### src/design/nfcs_pkg.sv
package nfcs_pkg;

	localparam int AddressBitsDefault = 24;
	localparam int ToggleBitDefault   = 6;

	localparam int ByteAddrW = 24;
	localparam int WordAddrW = 23;
	localparam int DataW     = 16;

	// input selector codes
	localparam logic [1:0] ModeProgram  = 2'd0;
	localparam logic [1:0] ModeErase    = 2'd1;
	localparam logic [1:0] ModeReadId   = 2'd2;
	localparam logic [1:0] ModeResponse = 2'd3;

	// result kind codes
	localparam logic [1:0] KindWrite = 2'd0;
	localparam logic [1:0] KindRead  = 2'd1;
	localparam logic [1:0] KindDone  = 2'd2;
	localparam logic [1:0] KindId    = 2'd3;

	// phase codes
	localparam logic [1:0] PhIdle = 2'd0;
	localparam logic [1:0] PhPoll = 2'd1;
	localparam logic [1:0] PhId   = 2'd2;

	localparam logic [WordAddrW-1:0] UnlockAddrA = 23'h555;
	localparam logic [WordAddrW-1:0] UnlockAddrB = 23'h2AA;
	localparam logic [DataW-1:0]     CmdUnlockA  = 16'h00AA;
	localparam logic [DataW-1:0]     CmdUnlockB  = 16'h0055;
	localparam logic [DataW-1:0]     CmdProgram  = 16'h00A0;
	localparam logic [DataW-1:0]     CmdErase    = 16'h0080;
	localparam logic [DataW-1:0]     CmdSector   = 16'h0030;
	localparam logic [DataW-1:0]     CmdAutoSel  = 16'h0090;
	localparam logic [DataW-1:0]     CmdReset    = 16'h00F0;

	typedef struct packed {
		logic [1:0]           phase;
		logic                 prev_toggle;
		logic [WordAddrW-1:0] pend_wa;
		logic                 resp_seen;
	} state_t;

	typedef struct packed {
		logic [1:0]           kind;
		logic [WordAddrW-1:0] word_address;
		logic [DataW-1:0]     bus_data;
	} result_t;

	function automatic result_t make_res(logic [1:0] kind, logic [WordAddrW-1:0] addr,
			logic [DataW-1:0] data);
		result_t r;
		r.kind         = kind;
		r.word_address = addr;
		r.bus_data     = data;
		return r;
	endfunction

endpackage

### src/design/nor_flash_command_sequencer_unit.sv
// A request is captured in the input register, and its results are registered in
// the output register. A request that causes k results (k up to 8) holds the input
// register until its last result is loaded, one result per cycle while the output
// is not stalled; requests with no result retire at once and can follow back to back.
// Reset: arst_n low clears the phase, toggle, address and response state and
// empties the input and output registers at once.
module nor_flash_command_sequencer_unit #(
	parameter int ADDRESS_BITS = nfcs_pkg::AddressBitsDefault,
	parameter int TOGGLE_BIT   = nfcs_pkg::ToggleBitDefault
) (
	input  logic        clk,
	input  logic        arst_n,
	input  logic        s_axis_tvalid,
	output logic        s_axis_tready,
	input  logic [39:0] s_axis_tdata,  // [23:0] byte_address, [39:24] data_word
	input  logic [1:0]  s_axis_tuser,  // [1:0] mode
	output logic        m_axis_tvalid,
	input  logic        m_axis_tready,
	output logic [39:0] m_axis_tdata,  // [22:0] word_address, [38:23] bus_data, [39] zero
	output logic [1:0]  m_axis_tuser,  // [1:0] kind
	output logic        m_axis_tlast
);

	localparam logic [63:0] FullMask = (64'd1 << ADDRESS_BITS) - 64'd1;
	localparam logic [nfcs_pkg::ByteAddrW-1:0] AddrMask = FullMask[nfcs_pkg::ByteAddrW-1:0];

	logic                          in_valid_s1;
	logic [1:0]                    mode_s1;
	logic [nfcs_pkg::WordAddrW-1:0] wa_s1;
	logic [nfcs_pkg::DataW-1:0]    data_s1;

	nfcs_pkg::state_t  state_q;
	nfcs_pkg::state_t  nxt;
	nfcs_pkg::result_t res;
	logic [3:0]        count;
	logic [2:0]        idx_q;

	logic                  out_valid_q;
	nfcs_pkg::result_t     out_res_q;
	logic                  out_last_q;

	logic [nfcs_pkg::ByteAddrW-1:0] masked_ba;
	logic out_load;
	logic emit;
	logic final_idx;
	logic retire;
	logic accept;

	nfcs_decode #(
		.TOGGLE_BIT(TOGGLE_BIT)
	) u_decode (
		.mode     (mode_s1),
		.wa       (wa_s1),
		.data_word(data_s1),
		.st       (state_q),
		.idx      (idx_q),
		.count    (count),
		.res      (res),
		.nxt      (nxt)
	);

	assign masked_ba = s_axis_tdata[23:0] & AddrMask;

	assign out_load  = !out_valid_q || m_axis_tready;
	assign emit      = in_valid_s1 && (count != 4'd0) && out_load;
	assign final_idx = ({1'b0, idx_q} == (count - 4'd1));
	assign retire    = in_valid_s1 && ((count == 4'd0) || (out_load && final_idx));
	assign s_axis_tready = !in_valid_s1 || retire;
	assign accept    = s_axis_tvalid && s_axis_tready;

	always_ff @(posedge clk or negedge arst_n) begin
		if (!arst_n) begin
			in_valid_s1 <= 1'b0;
			idx_q       <= 3'd0;
			state_q     <= '{phase: nfcs_pkg::PhIdle, prev_toggle: 1'b0, pend_wa: '0,
				resp_seen: 1'b0};
			out_valid_q <= 1'b0;
		end else begin
			if (accept)
				in_valid_s1 <= 1'b1;
			else if (retire)
				in_valid_s1 <= 1'b0;
			if (retire) begin
				idx_q   <= 3'd0;
				state_q <= nxt;
			end else if (emit) begin
				idx_q <= idx_q + 3'd1;
			end
			if (out_load)
				out_valid_q <= emit;
		end
	end

	always_ff @(posedge clk) begin
		if (accept) begin
			mode_s1 <= s_axis_tuser;
			wa_s1   <= masked_ba[nfcs_pkg::ByteAddrW-1:1];
			data_s1 <= s_axis_tdata[39:24];
		end
		if (emit) begin
			out_res_q  <= res;
			out_last_q <= final_idx;
		end
	end

	assign m_axis_tvalid = out_valid_q;
	assign m_axis_tuser  = out_res_q.kind;
	assign m_axis_tlast  = out_last_q;
	assign m_axis_tdata  = {1'b0, out_res_q.bus_data, out_res_q.word_address};

	// index never runs past the result count of the held request
	a_idx_range: assert property (@(posedge clk) disable iff (!arst_n)
		in_valid_s1 && (count != 4'd0) |-> ({1'b0, idx_q} < count))
		else $error("result index beyond count");

	a_idx_held: assert property (@(posedge clk) disable iff (!arst_n)
		(idx_q != 3'd0) |-> in_valid_s1)
		else $error("result index without a held request");

	a_state_on_retire: assert property (@(posedge clk) disable iff (!arst_n)
		!retire |=> $stable(state_q))
		else $error("state moved without a retiring request");

	a_resp_busy: assert property (@(posedge clk) disable iff (!arst_n)
		state_q.resp_seen |-> (state_q.phase == nfcs_pkg::PhPoll ||
			state_q.phase == nfcs_pkg::PhId))
		else $error("response count set while idle");

endmodule

### src/design/nfcs_decode.sv
// Works out how many results the held request causes, the result at a given
// index, and the state once the request has retired.
module nfcs_decode #(
	parameter int TOGGLE_BIT = nfcs_pkg::ToggleBitDefault
) (
	input  logic [1:0]                     mode,
	input  logic [nfcs_pkg::WordAddrW-1:0] wa,
	input  logic [nfcs_pkg::DataW-1:0]     data_word,
	input  nfcs_pkg::state_t               st,
	input  logic [2:0]                     idx,
	output logic [3:0]                     count,
	output nfcs_pkg::result_t              res,
	output nfcs_pkg::state_t               nxt
);

	logic idle;
	logic toggle;

	assign idle   = (st.phase != nfcs_pkg::PhPoll) && (st.phase != nfcs_pkg::PhId);
	assign toggle = data_word[TOGGLE_BIT];

	always_comb begin
		res   = nfcs_pkg::make_res(nfcs_pkg::KindWrite, '0, '0);
		count = 4'd0;
		nxt   = st;
		unique case (mode)
			nfcs_pkg::ModeProgram: begin
				if (idle) begin
					count           = 4'd6;
					nxt.phase       = nfcs_pkg::PhPoll;
					nxt.pend_wa     = wa;
					nxt.resp_seen   = 1'b0;
					nxt.prev_toggle = 1'b0;
					case (idx)
						3'd0: res = nfcs_pkg::make_res(nfcs_pkg::KindWrite,
							nfcs_pkg::UnlockAddrA, nfcs_pkg::CmdUnlockA);
						3'd1: res = nfcs_pkg::make_res(nfcs_pkg::KindWrite,
							nfcs_pkg::UnlockAddrB, nfcs_pkg::CmdUnlockB);
						3'd2: res = nfcs_pkg::make_res(nfcs_pkg::KindWrite,
							nfcs_pkg::UnlockAddrA, nfcs_pkg::CmdProgram);
						3'd3: res = nfcs_pkg::make_res(nfcs_pkg::KindWrite, wa, data_word);
						default: res = nfcs_pkg::make_res(nfcs_pkg::KindRead, wa, '0);
					endcase
				end
			end
			nfcs_pkg::ModeErase: begin
				if (idle) begin
					count           = 4'd8;
					nxt.phase       = nfcs_pkg::PhPoll;
					nxt.pend_wa     = wa;
					nxt.resp_seen   = 1'b0;
					nxt.prev_toggle = 1'b0;
					case (idx)
						3'd0, 3'd3: res = nfcs_pkg::make_res(nfcs_pkg::KindWrite,
							nfcs_pkg::UnlockAddrA, nfcs_pkg::CmdUnlockA);
						3'd1, 3'd4: res = nfcs_pkg::make_res(nfcs_pkg::KindWrite,
							nfcs_pkg::UnlockAddrB, nfcs_pkg::CmdUnlockB);
						3'd2: res = nfcs_pkg::make_res(nfcs_pkg::KindWrite,
							nfcs_pkg::UnlockAddrA, nfcs_pkg::CmdErase);
						3'd5: res = nfcs_pkg::make_res(nfcs_pkg::KindWrite, wa,
							nfcs_pkg::CmdSector);
						default: res = nfcs_pkg::make_res(nfcs_pkg::KindRead, wa, '0);
					endcase
				end
			end
			nfcs_pkg::ModeReadId: begin
				if (idle) begin
					count         = 4'd5;
					nxt.phase     = nfcs_pkg::PhId;
					nxt.resp_seen = 1'b0;
					case (idx)
						3'd0: res = nfcs_pkg::make_res(nfcs_pkg::KindWrite,
							nfcs_pkg::UnlockAddrA, nfcs_pkg::CmdUnlockA);
						3'd1: res = nfcs_pkg::make_res(nfcs_pkg::KindWrite,
							nfcs_pkg::UnlockAddrB, nfcs_pkg::CmdUnlockB);
						3'd2: res = nfcs_pkg::make_res(nfcs_pkg::KindWrite,
							nfcs_pkg::UnlockAddrA, nfcs_pkg::CmdAutoSel);
						3'd3: res = nfcs_pkg::make_res(nfcs_pkg::KindRead, '0, '0);
						default: res = nfcs_pkg::make_res(nfcs_pkg::KindRead,
							nfcs_pkg::WordAddrW'(1), '0);
					endcase
				end
			end
			nfcs_pkg::ModeResponse: begin
				if (st.phase == nfcs_pkg::PhPoll) begin
					if (!st.resp_seen) begin
						// first status word only seeds the toggle reference
						nxt.prev_toggle = toggle;
						nxt.resp_seen   = 1'b1;
					end else if (toggle == st.prev_toggle) begin
						count         = 4'd1;
						res           = nfcs_pkg::make_res(nfcs_pkg::KindDone, st.pend_wa, '0);
						nxt.phase     = nfcs_pkg::PhIdle;
						nxt.resp_seen = 1'b0;
					end else begin
						count           = 4'd1;
						res             = nfcs_pkg::make_res(nfcs_pkg::KindRead, st.pend_wa, '0);
						nxt.prev_toggle = toggle;
					end
				end else if (st.phase == nfcs_pkg::PhId) begin
					if (!st.resp_seen) begin
						count         = 4'd1;
						res           = nfcs_pkg::make_res(nfcs_pkg::KindId, '0, data_word);
						nxt.resp_seen = 1'b1;
					end else begin
						count         = 4'd2;
						nxt.phase     = nfcs_pkg::PhIdle;
						nxt.resp_seen = 1'b0;
						if (idx == 3'd0)
							res = nfcs_pkg::make_res(nfcs_pkg::KindId,
								nfcs_pkg::WordAddrW'(1), data_word);
						else
							res = nfcs_pkg::make_res(nfcs_pkg::KindWrite, '0,
								nfcs_pkg::CmdReset);
					end
				end
			end
		endcase
	end

endmodule

### config.mk
export PLATFORM = sky130hd
export DESIGN_NAME = nor_flash_command_sequencer_unit
export DESIGN_NICKNAME = d
export VERILOG_FILES = /design/src/design/nfcs_pkg.sv /design/src/design/nor_flash_command_sequencer_unit.sv /design/src/design/nfcs_decode.sv
export SDC_FILE = /design/constraint.sdc
export NUM_CORES = 1
export LEC_CHECK = 0
export BUFFER_PORTS_ARGS = -buffer_cell sky130_fd_sc_hd__buf_2
export CORE_AREA = 8 8 89 130
export DETAILED_ROUTE_END_ITERATION = 12
export DIE_AREA = 0 0 97 138
export PLACE_DENSITY = 0.84
export SLEW_MARGIN = 15
export SYNTH_ARGS = -nofsm -noshare
export SYNTH_HDL_FRONTEND = slang
export SYNTH_HIERARCHICAL = 1
export SYNTH_SLANG_ARGS = --single-unit
export TNS_END_PERCENT = 50
### constraint.sdc
create_clock -name clk -period 14.1 [get_ports clk]
set_clock_uncertainty 0.05 [all_clocks]
set_input_delay 0.705 -clock clk [delete_from_list [all_inputs] [get_ports clk]]
set_output_delay 0.705 -clock clk [all_outputs]
set_load 0.005 [all_outputs]
* Word level (Yosys, flattened, before mapping)
Cells that the tools add are included.
** Storage, ports and cells
- Bits in registers :: 115
- Input port bits :: 46
- Output and inout bits :: 45
- Logic and storage cells :: 107
** Cells by class
- Add/sub/neg operators :: 2
- Equality and inequality tests :: 22
- Mux-type cells :: 44
- Reduce and logical (&&, ||, !) cells :: 25
** Operator list (number)
- $pmux W40 S4 :: 3
- $mux W41 :: 8
- $pmux W41 S4 :: 1
- $mux W40 :: 1
- $mux W27 :: 1
- $pmux W4 S4 :: 1
- $mux W2 :: 7
- $mux W1 :: 12
- $mux W3 :: 4
- $mux W4 :: 3
- $ne A3 B3 Y1 const B :: 4
- $ne A2 B1 Y1 const B :: 4
- $reduce_and A7 Y1 :: 1
- $eq A2 B2 Y1 const B :: 3
- $eq A3 B2 Y1 const B :: 2
- $eq A3 B3 Y1 const B :: 2
- $logic_and A1 B1 Y1 :: 6
- $pmux W2 S3 :: 1
- $reduce_bool A2 Y1 :: 3
- $reduce_or A2 Y1 :: 3
- $reduce_and A5 Y1 :: 1
- $eq A2 B1 Y1 const B :: 2
- $eq A3 B4 Y1 :: 1
- $logic_not A4 Y1 :: 1
- 15 further kinds :: 18

* Longest topological paths before layout
- Word-level depth :: 12
- Depth in mapped cells :: 16
- Mapped depth without buffers :: 14

* Modules after synthesis
The synthesis kept the hierarchy.
** Modules (own cells, without submodules)
- nor_flash_command_sequencer_unit :: times used 1, cells an instance 223, area each 4100.2 um^2
- nfcs_decode :: times used 1, cells an instance 272, area each 1612.8 um^2

* Worst setup path after synthesis
No wires, ideal clock.
- Path type :: register -> register
- Start point :: register state_q[25] in the netlist's numbering
- End point :: register data_s1[0] in the netlist's numbering (enable)
- Arrival :: 4.506 ns
- Data required time :: 13.606 ns
- Setup slack :: 9.100 ns
- Cell stages (with the launch flop) :: 14
- Cells stage by stage :: dfrtp_1 > inv_1 > ha_1 > buf_6 > nor2b_1 > a21oi_1 > nor2_1 > inv_1 > ha_1 > xnor2_1 > or3b_4 > a31oi_2 > a21oi_1 > nor2b_1
** On the way
- Cells in the longest elaborated chain, start to end :: 11
- Elaborated cells on any way between the ends :: 19
- Classes of those cells :: 1 x add/sub; 5 x eq/ne; 6 x mux; 7 x reduce/logical
** Ends and longest elaborated chain
- from (decl) :: line nor_flash_command_sequencer_unit.sv:32 : nfcs_pkg::state_t state_q;
- from (signal assigned) :: line nor_flash_command_sequencer_unit.sv:75 : state_q <= '{phase: nfcs_pkg::PhIdle, prev_toggle: 1'b0, pend_wa: '0,
- from (signal assigned) :: line nor_flash_command_sequencer_unit.sv:85 : state_q <= nxt;
- $ne A2 B1 Y1 / $ne A2 B2 Y1 (equally long branches) :: line nfcs_decode.sv:19 : assign idle = (st.phase != nfcs_pkg::PhPoll) && (st.phase != nfcs_pkg::PhId);
- $logic_and A1 B1 Y1 :: line nfcs_decode.sv:19
- $mux W3, on equally long branches :: line nfcs_decode.sv:67, nfcs_decode.sv:28
- $pmux W4 S4 * :: line nfcs_decode.sv:26 : unique case (mode)
- named net count[2] :: line nor_flash_command_sequencer_unit.sv:35 : logic [3:0] count;
- $sub A4 B1 Y4 * :: line nor_flash_command_sequencer_unit.sv:66 : assign final_idx = ({1'b0, idx_q} == (count - 4'd1));
- $eq A3 B4 Y1 * :: line nor_flash_command_sequencer_unit.sv:66
- named net final_idx :: line nor_flash_command_sequencer_unit.sv:45 : logic final_idx;
- $logic_and A1 B1 Y1 * :: line nor_flash_command_sequencer_unit.sv:67 : assign retire = in_valid_s1 && ((count == 4'd0) || (out_load && final_idx));
- $logic_or A1 B1 Y1 * :: line nor_flash_command_sequencer_unit.sv:67
- $logic_and A1 B1 Y1 * :: line nor_flash_command_sequencer_unit.sv:67
- $logic_or A1 B1 Y1 * :: line nor_flash_command_sequencer_unit.sv:68 : assign s_axis_tready = !in_valid_s1 || retire;
- $logic_and A1 B1 Y1 * :: line nor_flash_command_sequencer_unit.sv:69 : assign accept = s_axis_tvalid && s_axis_tready;
- named net accept :: line nor_flash_command_sequencer_unit.sv:47 : logic accept;
- to (signal assigned) :: line nor_flash_command_sequencer_unit.sv:98 : data_s1 <= s_axis_tdata[39:24];
- to (decl) :: line nor_flash_command_sequencer_unit.sv:30 : logic [nfcs_pkg::DataW-1:0] data_s1;
The timed path passes the listed nets; every way through them passes the cells marked *.
A chain may end at the register's enable or synchronous reset.

* Worst setup path in the final report
- Start point :: register state_q[25] in the netlist's numbering
- End point :: output s_axis_tready
** On the way
- Cells in the longest elaborated chain, start to end :: 10
- Elaborated cells on any way between the ends :: 18
- Classes of those cells :: 1 x add/sub; 5 x eq/ne; 6 x mux; 6 x reduce/logical
** Ends and longest elaborated chain
- $ne A2 B1 Y1 / $ne A2 B2 Y1 (equally long branches) :: line nfcs_decode.sv:19
- $logic_and A1 B1 Y1 :: line nfcs_decode.sv:19
- $mux W3, on equally long branches :: line nfcs_decode.sv:67, nfcs_decode.sv:28
- $pmux W4 S4 * :: line nfcs_decode.sv:26
- named net count[2] :: line nor_flash_command_sequencer_unit.sv:35
- $sub A4 B1 Y4 * :: line nor_flash_command_sequencer_unit.sv:66
- $eq A3 B4 Y1 * :: line nor_flash_command_sequencer_unit.sv:66
- named net final_idx :: line nor_flash_command_sequencer_unit.sv:45
- $logic_and A1 B1 Y1 * :: line nor_flash_command_sequencer_unit.sv:67
- $logic_or A1 B1 Y1 * :: line nor_flash_command_sequencer_unit.sv:67
- $logic_and A1 B1 Y1 * :: line nor_flash_command_sequencer_unit.sv:67
- $logic_or A1 B1 Y1 * :: line nor_flash_command_sequencer_unit.sv:68
- to (decl) :: line nor_flash_command_sequencer_unit.sv:14 : output logic s_axis_tready,
Marked as above.

==> results.py <==
metrics = {
    "run_status": {
        "outcome": "finished, final reports clean",
    },
    "timing": {
        "tightest_slew_ns": 1.09,
        "slew_headroom_pct": 27.0,
        "period_needed_ns": 4.69,
        "setup_viol": 0,
        "maxSlewViolCount": 0,
        "hold_viol_final": 0,
        "rsz0062_at_grt": "false",
        "finalCritPeriodShare_pct": 33.3,
        "finalSetupTns_ns": 0,
        "fmax_mhz": 213,
    },
    "worst_setup_path": {
        "r2r_slack_ns": 9.72,
        "end_kind": "output pin",
        "crit_fanout": 10,
        "cp_slowest_cell": "ha_1",
        "critPathKind": "flop to output pin",
        "cp_top_family": "simple AND/OR/NAND/NOR gates",
        "reg2reg_to": "data_s1[12]",
        "arrival_ns": 3.94,
        "cp_common_cell": "inv_1",
        "ff2ff_path_depth": 13,
        "worstSetupStartpointType": "flop",
        "critPathBufInv": 4,
        "cpPeakStageDelay_ns": 0.55,
        "crit_chain": "inv_1, ha_1, nor2b_1, a21oi_1, nor2_1, inv_1, ha_1, xnor2_1, or3b_4, a31oi_2, a21oi_1, inv_1, buf_2",
        "reg2reg_from": "state_q[25]",
        "crit_required_ns": 13.35,
    },
    "grt": {
        "antenna_found_initial": 0,
        "overflow": 0,
        "grt_pass1_vias": 4225,
        "grtUsageTotal_pct": 19.0,
        "grt_first_pass_wirelength_mm": 20.5,
        "grt_max_degree": 45,
    },
    "clock_network": {
        "clock_latency_ns": 0.41,
        "cts_tree": "yes",
        "cts.repair.resized": 0,
        "clockRootBuffer": "clkbuf_16",
        "clockBufferDepth": 2,
        "htreeDepth": 4,
        "hold_buffers": 0,
        "path_clk_slew_ns": 0.05,
        "post_cts_buffers": 0,
        "cts.sinks": 115,
        "cts_buffers": 17,
    },
    "yosys": {
        "synth_compound_area_share_pct": 15.4,
        "synth_top_family_by_area": "simple AND/OR/NAND/NOR gates",
        "synthAdderAreaFrac_pct": 2.41,
        "synth_xor_area_share_pct": 0.767,
        "synth_cell_type_count": 71,
        "synthSimpleGateAreaFrac_pct": 18.1,
        "syn_area_mm2": 0.00571,
        "synth_nets": 552,
        "ys_ff_latch": 115,
        "synthMuxAreaShare_pct": 0.175,
        "synth_edf_count": 83,
        "synthCells": 495,
        "yosysWarnings": 6,
        "synth_seq_area_share_pct": 57.6,
        "async_flop_share_pct": 27.8,
        "synth_flop_cell": "edfxtp_1",
        "syn_area_per_cell_um2": 11.5,
    },
    "routing": {
        "firstDrtPassIters": 5,
        "drt_first_iter_violations": 384,
        "wl_per_cell_um": 18.0,
        "wirelength_mm": 12.6,
        "postRouteAntennaNets": 0,
        "avgViaCountPerCell": 6.07,
        "drc": 0,
        "num_vias": 4248,
    },
    "final_layout": {
        "area_growth_pct": 16.2,
        "antenna-diode-count": 0,
        "drive_gt1_share_pct": 26.7,
        "final_common_cell": "nand2_1",
        "fin_area_mm2": 0.00664,
        "layout_common_cells": "nand2_1 (101), buf_2 (88), edfxtp_1 (83)",
        "final_util_pct": 68.9,
        "final_nets": 629,
    },
    "run": {
        "maxCapViolCount": 0,
    },
    "die": {
        "start_util_pct": 59.3,
        "core_area_mm2": 0.00963,
        "die_height_um": 138,
        "rows": 44,
        "dieArea_mm2": 0.0134,
        "die_w_um": 97,
        "num_io_pins": 91,
    },
    "placement": {
        "numPortBuffers": 88,
        "hpwl_mm": 8.06,
        "dpl-instance-area_mm2": 0.00609,
        "gp_congestion": 0.865,
    },
    "pwr": {
        "total_power_uw": 1670,
        "irDropWorstVdd_mv": 0.130,
        "power_leakage_uw": 0.00282,
        "p_per_area_mw_per_mm2": 252,
    },
    "hold_path": {
        "min_path_type": "input port to asynchronous set/reset pin",
    },
}
synth_stat cells, types with 2 or more instances:
| library cell | number | share of area (%) |
|---|---|---|
| nand3_1 | 8 | 0.70 |
| o21a_1 | 2 | 0.26 |
| buf_2 | 15 | 1.3 |
| nor2b_1 | 14 | 1.5 |
| and2_1 | 4 | 0.44 |
| clkbuf_1 | 2 | 0.13 |
| nand3b_1 | 3 | 0.39 |
| o21ai_0 | 17 | 1.5 |
| ha_1 | 11 | 2.4 |
| o211ai_1 | 12 | 1.6 |
| xnor2_1 | 2 | 0.31 |
| nor3_1 | 4 | 0.35 |
| or3_1 | 3 | 0.33 |
| buf_4 | 6 | 0.79 |
| a31o_1 | 20 | 3.1 |
| a221o_1 | 2 | 0.35 |
| buf_8 | 2 | 0.53 |
| o21ai_1 | 8 | 0.70 |
| buf_6 | 7 | 1.4 |
| a32o_1 | 13 | 2.3 |
| o22ai_1 | 3 | 0.33 |
| nand2_1 | 101 | 6.6 |
| a31o_2 | 7 | 1.1 |
| nand2b_1 | 3 | 0.33 |
| and3_1 | 20 | 2.2 |
| nand4b_1 | 2 | 0.31 |
| xor2_1 | 3 | 0.46 |
| a21oi_1 | 7 | 0.61 |
| inv_1 | 14 | 0.92 |
| nor2_1 | 18 | 1.2 |
| and3_2 | 7 | 0.92 |
| a21o_1 | 2 | 0.26 |
| edfxtp_1 | 83 | 44 |
| dlygate4sd3_1 | 2 | 0.35 |
| dfrtp_1 | 32 | 14 |
power by group:
group,internal [uW],switching (uW)
clock network,256,142
logic,246,389
registers,551,85.7
worst max path at each step:
stage,start,endpoint,cells past startpoint
4_1_cts,state_q[25],s_axis_tready,13
6_report,state_q[25],s_axis_tready,13
3_3_place_gp,state_q[25],wa_s1[1],13
3_5_place_dp,state_q[25],wa_s1[1],13
5_1_grt,state_q[25],s_axis_tready,13
2_1_floorplan,state_q[25],data_s1[0],13
area by class of cell:
| type | instances | area [um^2] |
|---|---|---|
| inverter | 15 | 56.3 |
| multi-input combinational | 331 | 2120 |
| tap | 115 | 144 |
| fill | 688 | 3000 |
| timing repair buffer | 92 | 470 |
| clock buffer | 20 | 437 |
| clock inverter | 12 | 115 |
| sequential | 115 | 3290 |
worst reg2reg max path: stages (launching register included):
cell,delay (ns)
dfrtp_1,0.42
inv_1,0.09
ha_1,0.55
nor2b_1,0.54
a21oi_1,0.08
nor2_1,0.21
inv_1,0.09
ha_1,0.22
xnor2_1,0.16
or3b_4,0.43
a31oi_2,0.36
a21oi_1,0.21
nor2b_4,0.13
buf_4,0.47
per-layer routing:
metal	GRT usage (%)	wire, um	vias to the layer above
met5	0	0	-
met4	9.19	223	0
met3	6.73	1010	23
met2	32.1	6480	210
met1	20.7	4900	2050
li1	-	-	1965
through the flow:
| stage | setup slack (ns) | std cells | hold WS, ns |
|---|---|---|---|
| 2_1_floorplan | 9.10 | 495 | 0.359 |
| 3_3_place_gp | 9.86 | 668 | 0.467 |
| 3_5_place_dp | 9.76 | 668 | 0.468 |
| 4_1_cts | 9.42 | 700 | 0.325 |
| 5_1_grt | 9.15 | 700 | 0.364 |
| 6_report | 9.41 | 700 | 0.305 |
registers in the layout (all words and copies together) (netlist names), 2 cells and up:
register      cells
m_axis_tdata     39
state_q          27
wa_s1            23
data_s1          16
idx_q             3
m_axis_tuser      2
mode_s1           2
cell families (layout without fill, tap and decap cells):
logic type | Yosys count | in the layout
other | 1 | 1
buffers and inverters | 49 | 139
adder cells (fa/ha/maj) | 11 | 11
AND/OR/NAND/NOR | 203 | 203
XOR/XNOR | 5 | 5
AO/OA/AOI/OAI | 110 | 110
multiplexers | 1 | 1
flip-flops | 115 | 115
Note: power is estimated with default switching activity, not from simulation.
